`src/sv/ultrasonic_range_frame_parser_core_assert.svh`:
```
// Assertion macros for the range frame parser core.
// Each macro samples on clk_i and is disabled while rst_ni is low.
`ifndef ULTRASONIC_RANGE_FRAME_PARSER_CORE_ASSERT_SVH
`define ULTRASONIC_RANGE_FRAME_PARSER_CORE_ASSERT_SVH

// Same-cycle implication.
`define URFP_ASSERT_IMP(lbl, ante, cons) \
  lbl: assert property (@(posedge clk_i) disable iff (!rst_ni) (ante) |-> (cons)) \
    else $error("assertion failed");

// Next-cycle implication.
`define URFP_ASSERT_NXT(lbl, ante, cons) \
  lbl: assert property (@(posedge clk_i) disable iff (!rst_ni) (ante) |=> (cons)) \
    else $error("assertion failed");

// Condition that must never be seen.
`define URFP_ASSERT_NEVER(lbl, expr) \
  lbl: assert property (@(posedge clk_i) disable iff (!rst_ni) !(expr)) \
    else $error("assertion failed");

`endif

```
`src/sv/urfp_pkg.sv`:
```
// Shared types and constants for the range frame parser.
// No dependencies; imported by every module of the block.
`timescale 1ns / 1ps

package urfp_pkg;

  typedef enum logic [1:0] {
    PH_WAIT = 2'd0,
    PH_HIGH = 2'd1,
    PH_LOW  = 2'd2,
    PH_SUM  = 2'd3
  } phase_e;

  typedef enum logic [1:0] {
    ST_VALID        = 2'd0,
    ST_CHECKSUM     = 2'd1,
    ST_INTERFERENCE = 2'd2,
    ST_OUT_OF_RANGE = 2'd3
  } status_e;

  // Configuration register indexes
  localparam logic [1:0] CFG_FRAME_HEADER      = 2'd0;
  localparam logic [1:0] CFG_INTERFERENCE_CODE = 2'd1;
  localparam logic [1:0] CFG_OUT_OF_RANGE_CODE = 2'd2;
  localparam logic [1:0] CFG_UNIT_IS_TIME      = 2'd3;

  localparam logic [7:0]  HEADER_RST       = 8'hFF;
  localparam logic [15:0] INTERFERENCE_RST = 16'hFFFE;
  localparam logic [15:0] OUT_OF_RANGE_RST = 16'hFFFD;

  // ceil(2^32 / 23): raw * 64 / 23 == (raw * RECIP_23) >> 26 for any 16-bit raw
  localparam logic [27:0] RECIP_23    = 28'd186737709;
  localparam int unsigned RECIP_SHIFT = 26;

  typedef struct packed {
    logic [7:0]  frame_header;
    logic [15:0] interference_code;
    logic [15:0] out_of_range_code;
    logic        unit_is_time;
  } cfg_t;

  typedef struct packed {
    status_e     status;
    logic [15:0] raw_distance;
    logic [15:0] good_frames;
    logic        fault;
  } res_t;

endpackage

```
`src/sv/urfp_frame_fsm.sv`:
```
// Frame tracker: header hunt, byte capture, sum check and classification.
// Depends on urfp_pkg and the assertion macro header.
`timescale 1ns / 1ps
`include "ultrasonic_range_frame_parser_core_assert.svh"

module urfp_frame_fsm
  import urfp_pkg::*;
(
  input  logic       clk_i,
  input  logic       rst_ni,
  input  cfg_t       cfg_i,
  input  logic       fire_i,
  input  logic [7:0] byte_i,
  output logic       is_sum_o,
  output res_t       res_o
);

  phase_e      phase_q, phase_d;
  logic [7:0]  high_q, high_d;
  logic [7:0]  low_q, low_d;
  logic [15:0] held_q, held_d;
  logic [15:0] count_q, count_d;

  logic [9:0]  sum_full;
  logic        sum_ok;
  logic [15:0] frame_raw;

  assign sum_full  = {2'b00, cfg_i.frame_header} + {2'b00, high_q} + {2'b00, low_q};
  assign sum_ok    = (byte_i == sum_full[7:0]);
  assign frame_raw = {high_q, low_q};
  assign is_sum_o  = (phase_q == PH_SUM);

  always_ff @(posedge clk_i or negedge rst_ni) begin
    if (!rst_ni) begin
      phase_q <= PH_WAIT;
      high_q  <= 8'd0;
      low_q   <= 8'd0;
      held_q  <= 16'd0;
      count_q <= 16'd0;
    end else begin
      phase_q <= phase_d;
      high_q  <= high_d;
      low_q   <= low_d;
      held_q  <= held_d;
      count_q <= count_d;
    end
  end

  always_comb begin
    phase_d = phase_q;
    high_d  = high_q;
    low_d   = low_q;
    held_d  = held_q;
    count_d = count_q;
    res_o.status       = ST_CHECKSUM;
    res_o.raw_distance = held_q;
    res_o.good_frames  = count_q;
    res_o.fault        = 1'b0;
    case (phase_q)
      PH_WAIT: begin
        // drop anything but the header while hunting
        if (fire_i && byte_i == cfg_i.frame_header) begin
          phase_d = PH_HIGH;
        end
      end
      PH_HIGH: begin
        if (fire_i) begin
          high_d  = byte_i;
          phase_d = PH_LOW;
        end
      end
      PH_LOW: begin
        if (fire_i) begin
          low_d   = byte_i;
          phase_d = PH_SUM;
        end
      end
      PH_SUM: begin
        if (sum_ok) begin
          res_o.raw_distance = frame_raw;
          res_o.good_frames  = count_q + 16'd1;
          if (frame_raw == cfg_i.interference_code) begin
            res_o.status = ST_INTERFERENCE;
            res_o.fault  = 1'b1;
          end else if (frame_raw == cfg_i.out_of_range_code) begin
            res_o.status = ST_OUT_OF_RANGE;
          end else begin
            res_o.status = ST_VALID;
          end
        end
        if (fire_i) begin
          phase_d = PH_WAIT;
          if (sum_ok) begin
            held_d  = frame_raw;
            count_d = count_q + 16'd1;
          end
        end
      end
      default: begin
        phase_d = PH_WAIT;
      end
    endcase
  end

  `URFP_ASSERT_NXT(a_sum_returns_to_hunt, fire_i && phase_q == PH_SUM, phase_q == PH_WAIT)
  `URFP_ASSERT_NXT(a_hold_when_idle, !fire_i, $stable(count_q) && $stable(held_q))
  `URFP_ASSERT_NXT(a_hunt_skips_noise,
    fire_i && phase_q == PH_WAIT && byte_i != cfg_i.frame_header, phase_q == PH_WAIT)

endmodule

```
`src/sv/urfp_convert.sv`:
```
// Raw distance to 1/16 mm conversion, with a reciprocal multiply for time mode.
// Depends on urfp_pkg.
`timescale 1ns / 1ps

module urfp_convert
  import urfp_pkg::*;
(
  input  logic [15:0] raw_i,
  input  logic        unit_is_time_i,
  output logic [19:0] sixteenths_o
);

  logic [43:0] prod;
  logic [17:0] quot;

  // floor(raw * 64 / 23) without a divider
  assign prod = {28'd0, raw_i} * {16'd0, RECIP_23};
  assign quot = prod[RECIP_SHIFT +: 18];

  assign sixteenths_o = unit_is_time_i ? {2'b00, quot} : {raw_i, 4'b0000};

endmodule

```
`src/sv/ultrasonic_range_frame_parser_core.sv`:
```
// Top level of the range frame parser: input word register, config registers,
// frame tracker, unit conversion and result register. Depends on urfp_pkg.
//
//   channel   signals                                      direction
//   rx        rx_valid_i / rx_ready_o / rx_byte_i          in, one serial byte
//   res       res_valid_o / res_ready_i / status_o ...     out, one per frame
//   cfg       cfg_we_i / cfg_index_i / cfg_wdata_i         in, write only
//
// One byte is processed per cycle while no sum byte stalls: it lands in the
// input register, then the tracker and converter (one 16x28 multiply) feed
// the result register, which takes a sum byte's result when that byte fires.
// Reset clears phase, captured bytes, held distance and counter, and restores
// the config defaults.
// Non-sum bytes keep flowing while a result waits; only a sum byte stalls
// when the result register is still full.
`timescale 1ns / 1ps
`include "ultrasonic_range_frame_parser_core_assert.svh"

module ultrasonic_range_frame_parser_core
  import urfp_pkg::*;
(
  input  logic        clk_i,
  input  logic        rst_ni,
  input  logic        rx_valid_i,
  output logic        rx_ready_o,
  input  logic [7:0]  rx_byte_i,
  output logic        res_valid_o,
  input  logic        res_ready_i,
  output logic [1:0]  status_o,
  output logic [15:0] raw_distance_o,
  output logic [19:0] distance_sixteenths_mm_o,
  output logic [15:0] good_frames_o,
  output logic        fault_o,
  input  logic        cfg_we_i,
  input  logic [1:0]  cfg_index_i,
  input  logic [15:0] cfg_wdata_i
);

  cfg_t        cfg_q;
  logic        in_valid_q;
  logic [7:0]  in_byte_q;
  logic        out_valid_q;
  res_t        out_res_q;
  logic [19:0] out_dist_q;

  logic        is_sum;
  logic        out_free;
  logic        fire;
  res_t        res;
  logic [19:0] conv_dist;

  // config registers
  always_ff @(posedge clk_i or negedge rst_ni) begin
    if (!rst_ni) begin
      cfg_q.frame_header      <= HEADER_RST;
      cfg_q.interference_code <= INTERFERENCE_RST;
      cfg_q.out_of_range_code <= OUT_OF_RANGE_RST;
      cfg_q.unit_is_time      <= 1'b0;
    end else if (cfg_we_i) begin
      case (cfg_index_i)
        CFG_FRAME_HEADER:      cfg_q.frame_header      <= cfg_wdata_i[7:0];
        CFG_INTERFERENCE_CODE: cfg_q.interference_code <= cfg_wdata_i;
        CFG_OUT_OF_RANGE_CODE: cfg_q.out_of_range_code <= cfg_wdata_i;
        CFG_UNIT_IS_TIME:      cfg_q.unit_is_time      <= cfg_wdata_i[0];
        default: ;
      endcase
    end
  end

  assign out_free   = !out_valid_q || res_ready_i;
  assign fire       = in_valid_q && (!is_sum || out_free);
  assign rx_ready_o = !in_valid_q || fire;

  always_ff @(posedge clk_i or negedge rst_ni) begin
    if (!rst_ni) begin
      in_valid_q <= 1'b0;
    end else if (rx_ready_o) begin
      in_valid_q <= rx_valid_i;
    end
  end

  always_ff @(posedge clk_i) begin
    if (rx_ready_o && rx_valid_i) begin
      in_byte_q <= rx_byte_i;
    end
  end

  urfp_frame_fsm u_fsm (
    .clk_i    (clk_i),
    .rst_ni   (rst_ni),
    .cfg_i    (cfg_q),
    .fire_i   (fire),
    .byte_i   (in_byte_q),
    .is_sum_o (is_sum),
    .res_o    (res)
  );

  urfp_convert u_conv (
    .raw_i          (res.raw_distance),
    .unit_is_time_i (cfg_q.unit_is_time),
    .sixteenths_o   (conv_dist)
  );

  always_ff @(posedge clk_i or negedge rst_ni) begin
    if (!rst_ni) begin
      out_valid_q <= 1'b0;
    end else if (fire && is_sum) begin
      out_valid_q <= 1'b1;
    end else if (res_ready_i) begin
      out_valid_q <= 1'b0;
    end
  end

  // hold the result word until it is taken
  always_ff @(posedge clk_i) begin
    if (fire && is_sum) begin
      out_res_q  <= res;
      out_dist_q <= conv_dist;
    end
  end

  assign res_valid_o              = out_valid_q;
  assign status_o                 = out_res_q.status;
  assign raw_distance_o           = out_res_q.raw_distance;
  assign distance_sixteenths_mm_o = out_dist_q;
  assign good_frames_o            = out_res_q.good_frames;
  assign fault_o                  = out_res_q.fault;

  `URFP_ASSERT_IMP(a_fault_matches_status, out_valid_q,
    out_res_q.fault == (out_res_q.status == ST_INTERFERENCE))
  `URFP_ASSERT_NEVER(a_no_result_overwrite, fire && is_sum && out_valid_q && !res_ready_i)
  `URFP_ASSERT_NXT(a_input_word_held, in_valid_q && !fire, in_valid_q && $stable(in_byte_q))

endmodule
```
`config.mk`:
```
export PLATFORM = sky130hd
export DESIGN_NAME = ultrasonic_range_frame_parser_core
export DESIGN_NICKNAME = d
export VERILOG_FILES = /design/src/sv/urfp_pkg.sv /design/src/sv/urfp_frame_fsm.sv /design/src/sv/urfp_convert.sv /design/src/sv/ultrasonic_range_frame_parser_core.sv
export VERILOG_INCLUDE_DIRS = /design/src /design/src/sv
export SDC_FILE = /design/constraint.sdc
export NUM_CORES = 1
export LEC_CHECK = 0
export BUFFER_PORTS_ARGS = -buffer_cell sky130_fd_sc_hd__buf_2
export CAP_MARGIN = 0
export CELL_PAD_IN_SITES_DETAIL_PLACEMENT = 0
export CELL_PAD_IN_SITES_GLOBAL_PLACEMENT = 1
export CORE_MARGIN = 2
export CORE_UTILIZATION = 46
export CTS_CLUSTER_DIAMETER = 200
export CTS_CLUSTER_SIZE = 24
export DETAILED_ROUTE_END_ITERATION = 8
export GPL_ROUTABILITY_DRIVEN = 0
export PLACE_DENSITY = 0.81
export SLEW_MARGIN = 20
export SYNTH_ARGS = -nofsm -noshare
export SYNTH_HDL_FRONTEND = slang
export SYNTH_HIERARCHICAL = 1
export SYNTH_SLANG_ARGS = --single-unit
export TNS_END_PERCENT = 100
```
`constraint.sdc`:
```
create_clock -name clk_i -period 9 [get_ports clk_i]
set_clock_uncertainty 0.05 [all_clocks]
set_input_delay 2.7 -clock clk_i [delete_from_list [all_inputs] [get_ports clk_i]]
set_output_delay 2.7 -clock clk_i [all_outputs]
set_load 0.005 [all_outputs]
```
==> impl_metrics.tcl, run 1 <==
set metrics [dict create \
    final_cell_mix "inv_1 (177), ha_1 (168), fa_1 (95)" \
    setup_viol 0 \
    yosys.cell_types.count 68 \
    cts_inserted_buffers 17 \
    intPower_mw 2.57 \
    min_from "u_fsm/count_q[15]" \
    syn-num-nets 1448 \
    ir_drop_mv 0.297 \
    worstSetupPathType "reg2reg" \
    grt_usage_pct 21.8 \
    yosysSeqAreaShare_pct 32.7 \
    cap_violations 0 \
    synth_warnings 6 \
    firstDrtPassIters 5 \
    cp_data_required_time_ns 9.13 \
    cts_tree "yes" \
    pwr_density_cell_nw_per_um2 338 \
    grt_pass1_vias 9165 \
    io_buffers 87 \
    outcome "completed" \
    relSlewSlack_pct 40.5 \
    syn_avg_cell_area_sq_um 11.3 \
    holdBufCountCts 0 \
    final_max_slew_viol_count 0 \
    synthCells 1154 \
    switching_share_pct 48.1 \
    core_sq_um 27900 \
    clkLatencyLatePin_ns 0.43 \
    comb_power_share_pct 63.7 \
    finalSetupTns_ns 0 \
    routed_wl_microns 30900 \
    top_level_ports 88 \
    power_frac_seq_pct 21.3 \
    root_buffer "clkbuf_16" \
    max_freq_mhz 115 \
    rsz0062_at_grt "no" \
    layout_commonest_cell "inv_1" \
    grt_max_degree 55 \
    grt_overflow 0 \
    dieArea_sq_um 29700 \
    synth_edf_count 63 \
    hold_violations 0 \
    cts.path.max_buffers 2 \
    syn_area_sq_um 13000 \
    start_util_pct 46.8 \
    cts_sinks 156 \
    regToRegStartpoint "cfg_q[34]" \
    seq_area_sq_um 4270 \
    synth.largest_area_cell "ha_1" \
    antenna_found_initial 0 \
    r2r_cells 27 \
    cts.reportedPaths.clkPinSlew_ns 0.08 \
    layout.nets 1547 \
    min_period_over_period_pct 96.5 \
    power_switching_mw 2.38 \
    die_w_microns 172 \
    multi_input_area_sq_um 8020 \
    worstPathArrival_ns 8.82 \
    rows 61 \
    fin_util_pct 52.6 \
    critPathLaunchType "flip-flop" \
    crit_start "cfg_q[34]" \
    worstMarginPinSlew_ns 0.893 \
    h-tree-depth 4 \
    power_leakage_nw 7.47 \
    route.vias.total 8854 \
    area_growth_pct 12.3 \
    grt_first_pass_wirelength_microns 49100 \
    yosys_most_used_dff "edfxtp_1" \
    crit_fanout 10 \
    vias_per_cell 5.39 \
    fill_cells 2425 \
    async_flop_share_pct 59.6 \
    n_antenna_cell 0 \
    period_minus_slack_ns 8.69 \
    synth_top_cell_area_share_pct 16.1 \
    drive_above_1_share_pct 24.2 \
    cts_resized 0 \
    detail-route-antenna-nets 0 \
    clkPwrFrac_pct 15.1 \
    hold_path_depth 1 \
    hpwl_microns 24100 \
    hp-class "reg2reg" \
    synth.area.top_cells "ha_1 (16%), fa_1 (15%), edfxtp_1 (15%), dfrtp_1 (11%), dfstp_2 (7.7%)" \
    postCtsSetupRepairBufs 0 \
    ys_ff_latch 156 \
    drt_iter0_markers 668 \
    die_y_microns 172 \
    drc 0 \
    wl_per_cell_microns 18.8 \
    end_kind "flip-flop" \
]
## worst max-delay path, stage by stage, from the launching register on
cell and delay, ns:
dfstp_2 0.57, fa_1 0.40, ha_1 0.24, fa_1 0.57, xnor2_1 0.11, nand4_1 0.11
or4_4 0.53, or3_4 0.43, buf_4 0.21, mux2_2 0.30, ha_1 0.33, ha_1 0.28
inv_1 0.07, fa_1 0.51, fa_1 0.55, inv_1 0.06, fa_1 0.53, inv_1 0.07
fa_1 0.50, inv_1 0.04, ha_1 0.32, nand4_1 0.16, or4_1 0.53, o31a_1 0.28
o21ai_2 0.21, a221oi_2 0.09, xnor2_1 0.14, mux2_2 0.26
## cell usage after synthesis, drive strengths merged (3+ instances only)
library cell,number
nor3,9
o211ai,4
xor2,70
a211oi,6
a221oi,3
nand4,17
nor2b,6
or4,4
o21ai,29
xnor2,30
ha,168
nand3b,6
inv,177
nand2b,3
buf,11
and3,9
a21oi,40
mux2,96
dfrtp,55
nor2,26
nor4,37
o21bai,5
edfxtp,63
clkbuf,21
nor4b,3
dfstp,38
nand2,47
nand3,25
fa,95
a21boi,3
a21o,22
## layer usage
metal  global-route usage, %  part of all wire (%)  vias to the layer above
met1                    29.8                    45                     4414
met5                       0                     0                        -
met4                    5.70                   1.7                        0
met2                    35.3                    47                      238
met3                    4.62                   5.4                       33
li1                        -                     -                     4169
## sequential cells by signal (all words and copies together) (netlist names), 8 cells and up
| signal | cells |
|---|---|
| good_frames_o | 16 |
| u_fsm/count_q | 16 |
| u_fsm/held_q | 16 |
| u_fsm/low_q | 8 |
| in_byte_q | 8 |
| distance_sixteenths_mm_o | 20 |
| cfg_q | 41 |
| raw_distance_o | 16 |
| u_fsm/high_q | 8 |
## metrics by stage
step                total power, mW  std cells  worst slack [ns]  instance area [sq um]  hold WS (ns)
finish                         4.94       1644             0.311                  14600         0.434
global route                   5.41       1644           0.00615                  14600         0.465
global placement               4.13       1612             0.138                  14000         0.425
detailed placement             4.17       1612            0.0607                  14000         0.427
CTS                            4.96       1644            0.0232                  14600         0.439
floorplan                      3.28       1154             0.432                  13000         0.411
## power groups by stage
stage | Combinational (mW) | Clock, mW | Sequential (mW)
3_3_place_gp | 3.07 | 0 | 1.06
6_report | 3.15 | 0.744 | 1.05
2_1_floorplan | 2.23 | 0 | 1.05
4_1_cts | 3.15 | 0.759 | 1.05
3_5_place_dp | 3.11 | 0 | 1.06
5_1_grt | 3.55 | 0.786 | 1.07
## path summary, 6_finish.rpt
check,end,slack (ns)
worst min-delay path,u_fsm/count_q[15],0.43
worst max register to register,distance_sixteenths_mm_o[4],0.31
worst max-delay path,distance_sixteenths_mm_o[4],0.31
worst min register to register,u_fsm/count_q[15],0.43
min in group asynchronous,u_fsm/count_q[10],2.25
max in group asynchronous,cfg_q[39],5.60
## cell families (layout without fill, tap and decap cells)
family | count (synthesis) | after routing | share of synthesized area (%)
XOR/XNOR | 100 | 100 | 6.77
buffers and inverters | 210 | 322 | 6.33
flip-flops | 156 | 156 | 32.7
AND/OR/NAND/NOR | 201 | 201 | 8.45
AO/OA/AOI/OAI | 126 | 126 | 6.36
multiplexers | 98 | 98 | 8.70
adder cells (fa/ha/maj) | 263 | 263 | 30.7
## layout make-up
class                   count  area share, %
clock buffers              19           3.10
clock inverters            13          0.982
inverters                 178           4.56
multi-input cells         788           54.7
flip-flops and latches    156           29.1
well taps                 378           3.23
repair buffers            112           4.27
Power figures use the tool's default switching activity.
==> run 2, diff against run 1 <==
CTS_CLUSTER_SIZE = not set   (was 24)
MAX_ROUTING_LAYER = met4   (was not set)
REMOVE_ABC_BUFFERS = 1   (was not set)
==> run 2 against run 1 <==
Die area unchanged. Critical path depth unchanged. Sequential share of layout area down 0.24 points. Worst setup slack lost 0.039 ns. Clock-buffer cell count shrank 1. Clock power grew 0.8%. Worst hold slack better by 0.014 ns. Cell count up 0.43%. Non-clock buffer count up 7. Largest cell class unchanged.
==> impl_metrics.tcl, run 2 (same netlist as run 1, synthesis figures left out) <==
set metrics [dict create \
    cts_inserted_buffers 17 \
    outcome "completed" \
    power_frac_seq_pct 20.9 \
    cpMostUsedCell "fa_1" \
    clkPwrFrac_pct 15.0 \
    setup_viol 0 \
    ir_drop_mv 0.340 \
    top_level_ports 88 \
    vias_per_cell 5.36 \
    final_max_slew_viol_count 0 \
    die_y_microns 172 \
    wl_per_cell_microns 18.7 \
    cap_violations 0 \
    fin_cells 1651 \
    critPathLaunchType "flip-flop" \
    relSlewSlack_pct 34.9 \
    switching_share_pct 48.4 \
    crit_start "cfg_q[34]" \
    grt_first_pass_wirelength_microns 47900 \
    regToRegStartpoint "cfg_q[34]" \
    fill_cells 2427 \
    start_util_pct 46.8 \
    hold_violations 0 \
    period_minus_slack_ns 8.73 \
    critPathMaxStageDelay_ns 0.57 \
    power_switching_mw 2.42 \
    min_period_over_period_pct 97.0 \
    final_area_sq_um 14800 \
    hpwl_microns 24100 \
    grt_max_degree 50 \
    die_w_microns 172 \
    power.total_mw 5.00 \
    crit_fanout 13 \
    core_sq_um 27900 \
    rows 61 \
    end_kind "flip-flop" \
    firstDrtPassIters 5 \
    h-tree-depth 4 \
    pwr_density_cell_nw_per_um2 339 \
    largest-register "cfg_q" \
    min_from "u_fsm/count_q[15]" \
    area_growth_pct 13.2 \
    layout.nets 1554 \
    grt_pass1_vias 8815 \
    comb_power_share_pct 64.1 \
    cts_tree "yes" \
    cts_sinks 156 \
    cp_data_required_time_ns 9.14 \
    crit_slowest_cell "dfstp_2" \
    drive_above_1_share_pct 25.1 \
    layout_commonest_cell "inv_1" \
    clkLatencyLatePin_ns 0.43 \
    dieArea_sq_um 29700 \
    worstSetupPathType "reg2reg" \
    n_antenna_cell 0 \
    multi_input_area_sq_um 8060 \
    cts.reportedPaths.clkPinSlew_ns 0.08 \
    drt_iter0_markers 697 \
    largest_reg_flops 41 \
    placed_cells 1615 \
    grt_overflow 0 \
    intPower_mw 2.58 \
    cts.path.max_buffers 2 \
    worstPathArrival_ns 8.87 \
    final_cell_mix "inv_1 (177), ha_1 (166), fa_1 (94)" \
    antenna_found_initial 0 \
    root_buffer "clkbuf_16" \
    hp-class "reg2reg" \
    power_leakage_nw 7.53 \
    max_freq_mhz 115 \
    grt_usage_pct 22.1 \
    finalSetupTns_ns 0 \
    routed_wl_microns 30800 \
    detail-route-antenna-nets 0 \
    route.vias.total 8846 \
    io_buffers 87 \
    drc 0 \
    seq_area_sq_um 4270 \
    dpl-instance-area_sq_um 14000 \
    worstMarginPinSlew_ns 0.976 \
]
==> run 2: changes by cell type in the layout (fill, tap and decap cells not counted), moves of 2 or more <==
cell,change
buf_4,+6
clkinv_8,+3
inv_8,+3
mux2_2,-3
mux2_4,+3
ha_1,-2
inv_6,-2
o21ai_2,+2
==> run 2: power by group through the flow <==
stage | Clock (mW) | Sequential [mW] | Combinational, mW
2_1_floorplan | 0 | 1.06 | 2.15
3_3_place_gp | 0 | 1.05 | 3.09
3_5_place_dp | 0 | 1.06 | 3.13
4_1_cts | 0.769 | 1.04 | 3.18
5_1_grt | 0.796 | 1.06 | 3.59
6_report | 0.750 | 1.04 | 3.21
==> run 2: path summary, 6_finish.rpt <==
kind / endpoint / slack [ns] / cells past startpoint
max: distance_sixteenths_mm_o[4] / 0.27 / 27
min in group asynchronous: u_fsm/count_q[9] / 2.22 / 1
min: u_fsm/count_q[15] / 0.45 / 1
max in group asynchronous: u_fsm/held_q[4] / 5.61 / 2
min reg2reg: u_fsm/count_q[15] / 0.45 / 1
max reg2reg: distance_sixteenths_mm_o[4] / 0.27 / 27
==> run 2: repair_timing <==
item / CTS / global route
resized for setup: 1 / 19
hold buffers: 0 / 0
pin swaps: 1 / 5
buffers inserted: 1 / 3
endpoints found under the setup margin: 6 / 14
==> run 2: metal layers <==
layer	track usage (%)	up-vias	routed length (microns)
li1	-	4192	-
met3	4.28	27	1680
met1	30.3	4398	14400
met4	4.75	0	382
met5	-	-	0
met2	34.2	229	14300
==> run 2: through the flow <==
stage | hold WS (ns) | setup WS [ns] | util, %
after global routing | 0.475 | -0.0132 | 53.0
final | 0.448 | 0.272 | 53.0
after floorplan | 0.411 | 0.00708 | -
after CTS | 0.453 | 0.00507 | 52.6
after detailed placement | 0.437 | -0.201 | 50.4
after global placement | 0.426 | -0.183 | 50.4
==> run 2: worst max-delay path: cells and delay by family, from the launching register on <==
kind / cells / cell delay, ns
buffers and inverters: 5 / 0.40
AND/OR/NAND/NOR: 5 / 1.77
AO/OA/AOI/OAI: 3 / 0.55
adder cells (fa/ha/maj): 10 / 4.28
XOR/XNOR: 2 / 0.25
multiplexers: 2 / 0.61
flip-flops: 1 / 0.57
==> run 2: area by class of cell <==
class	instances	share of cell area, %
multi-input combinational	788	54.6
sequential	156	28.9
timing repair buffer	119	4.62
inverter	178	4.52
tap	378	3.20
clock buffer	18	3.05
clock inverter	14	1.12
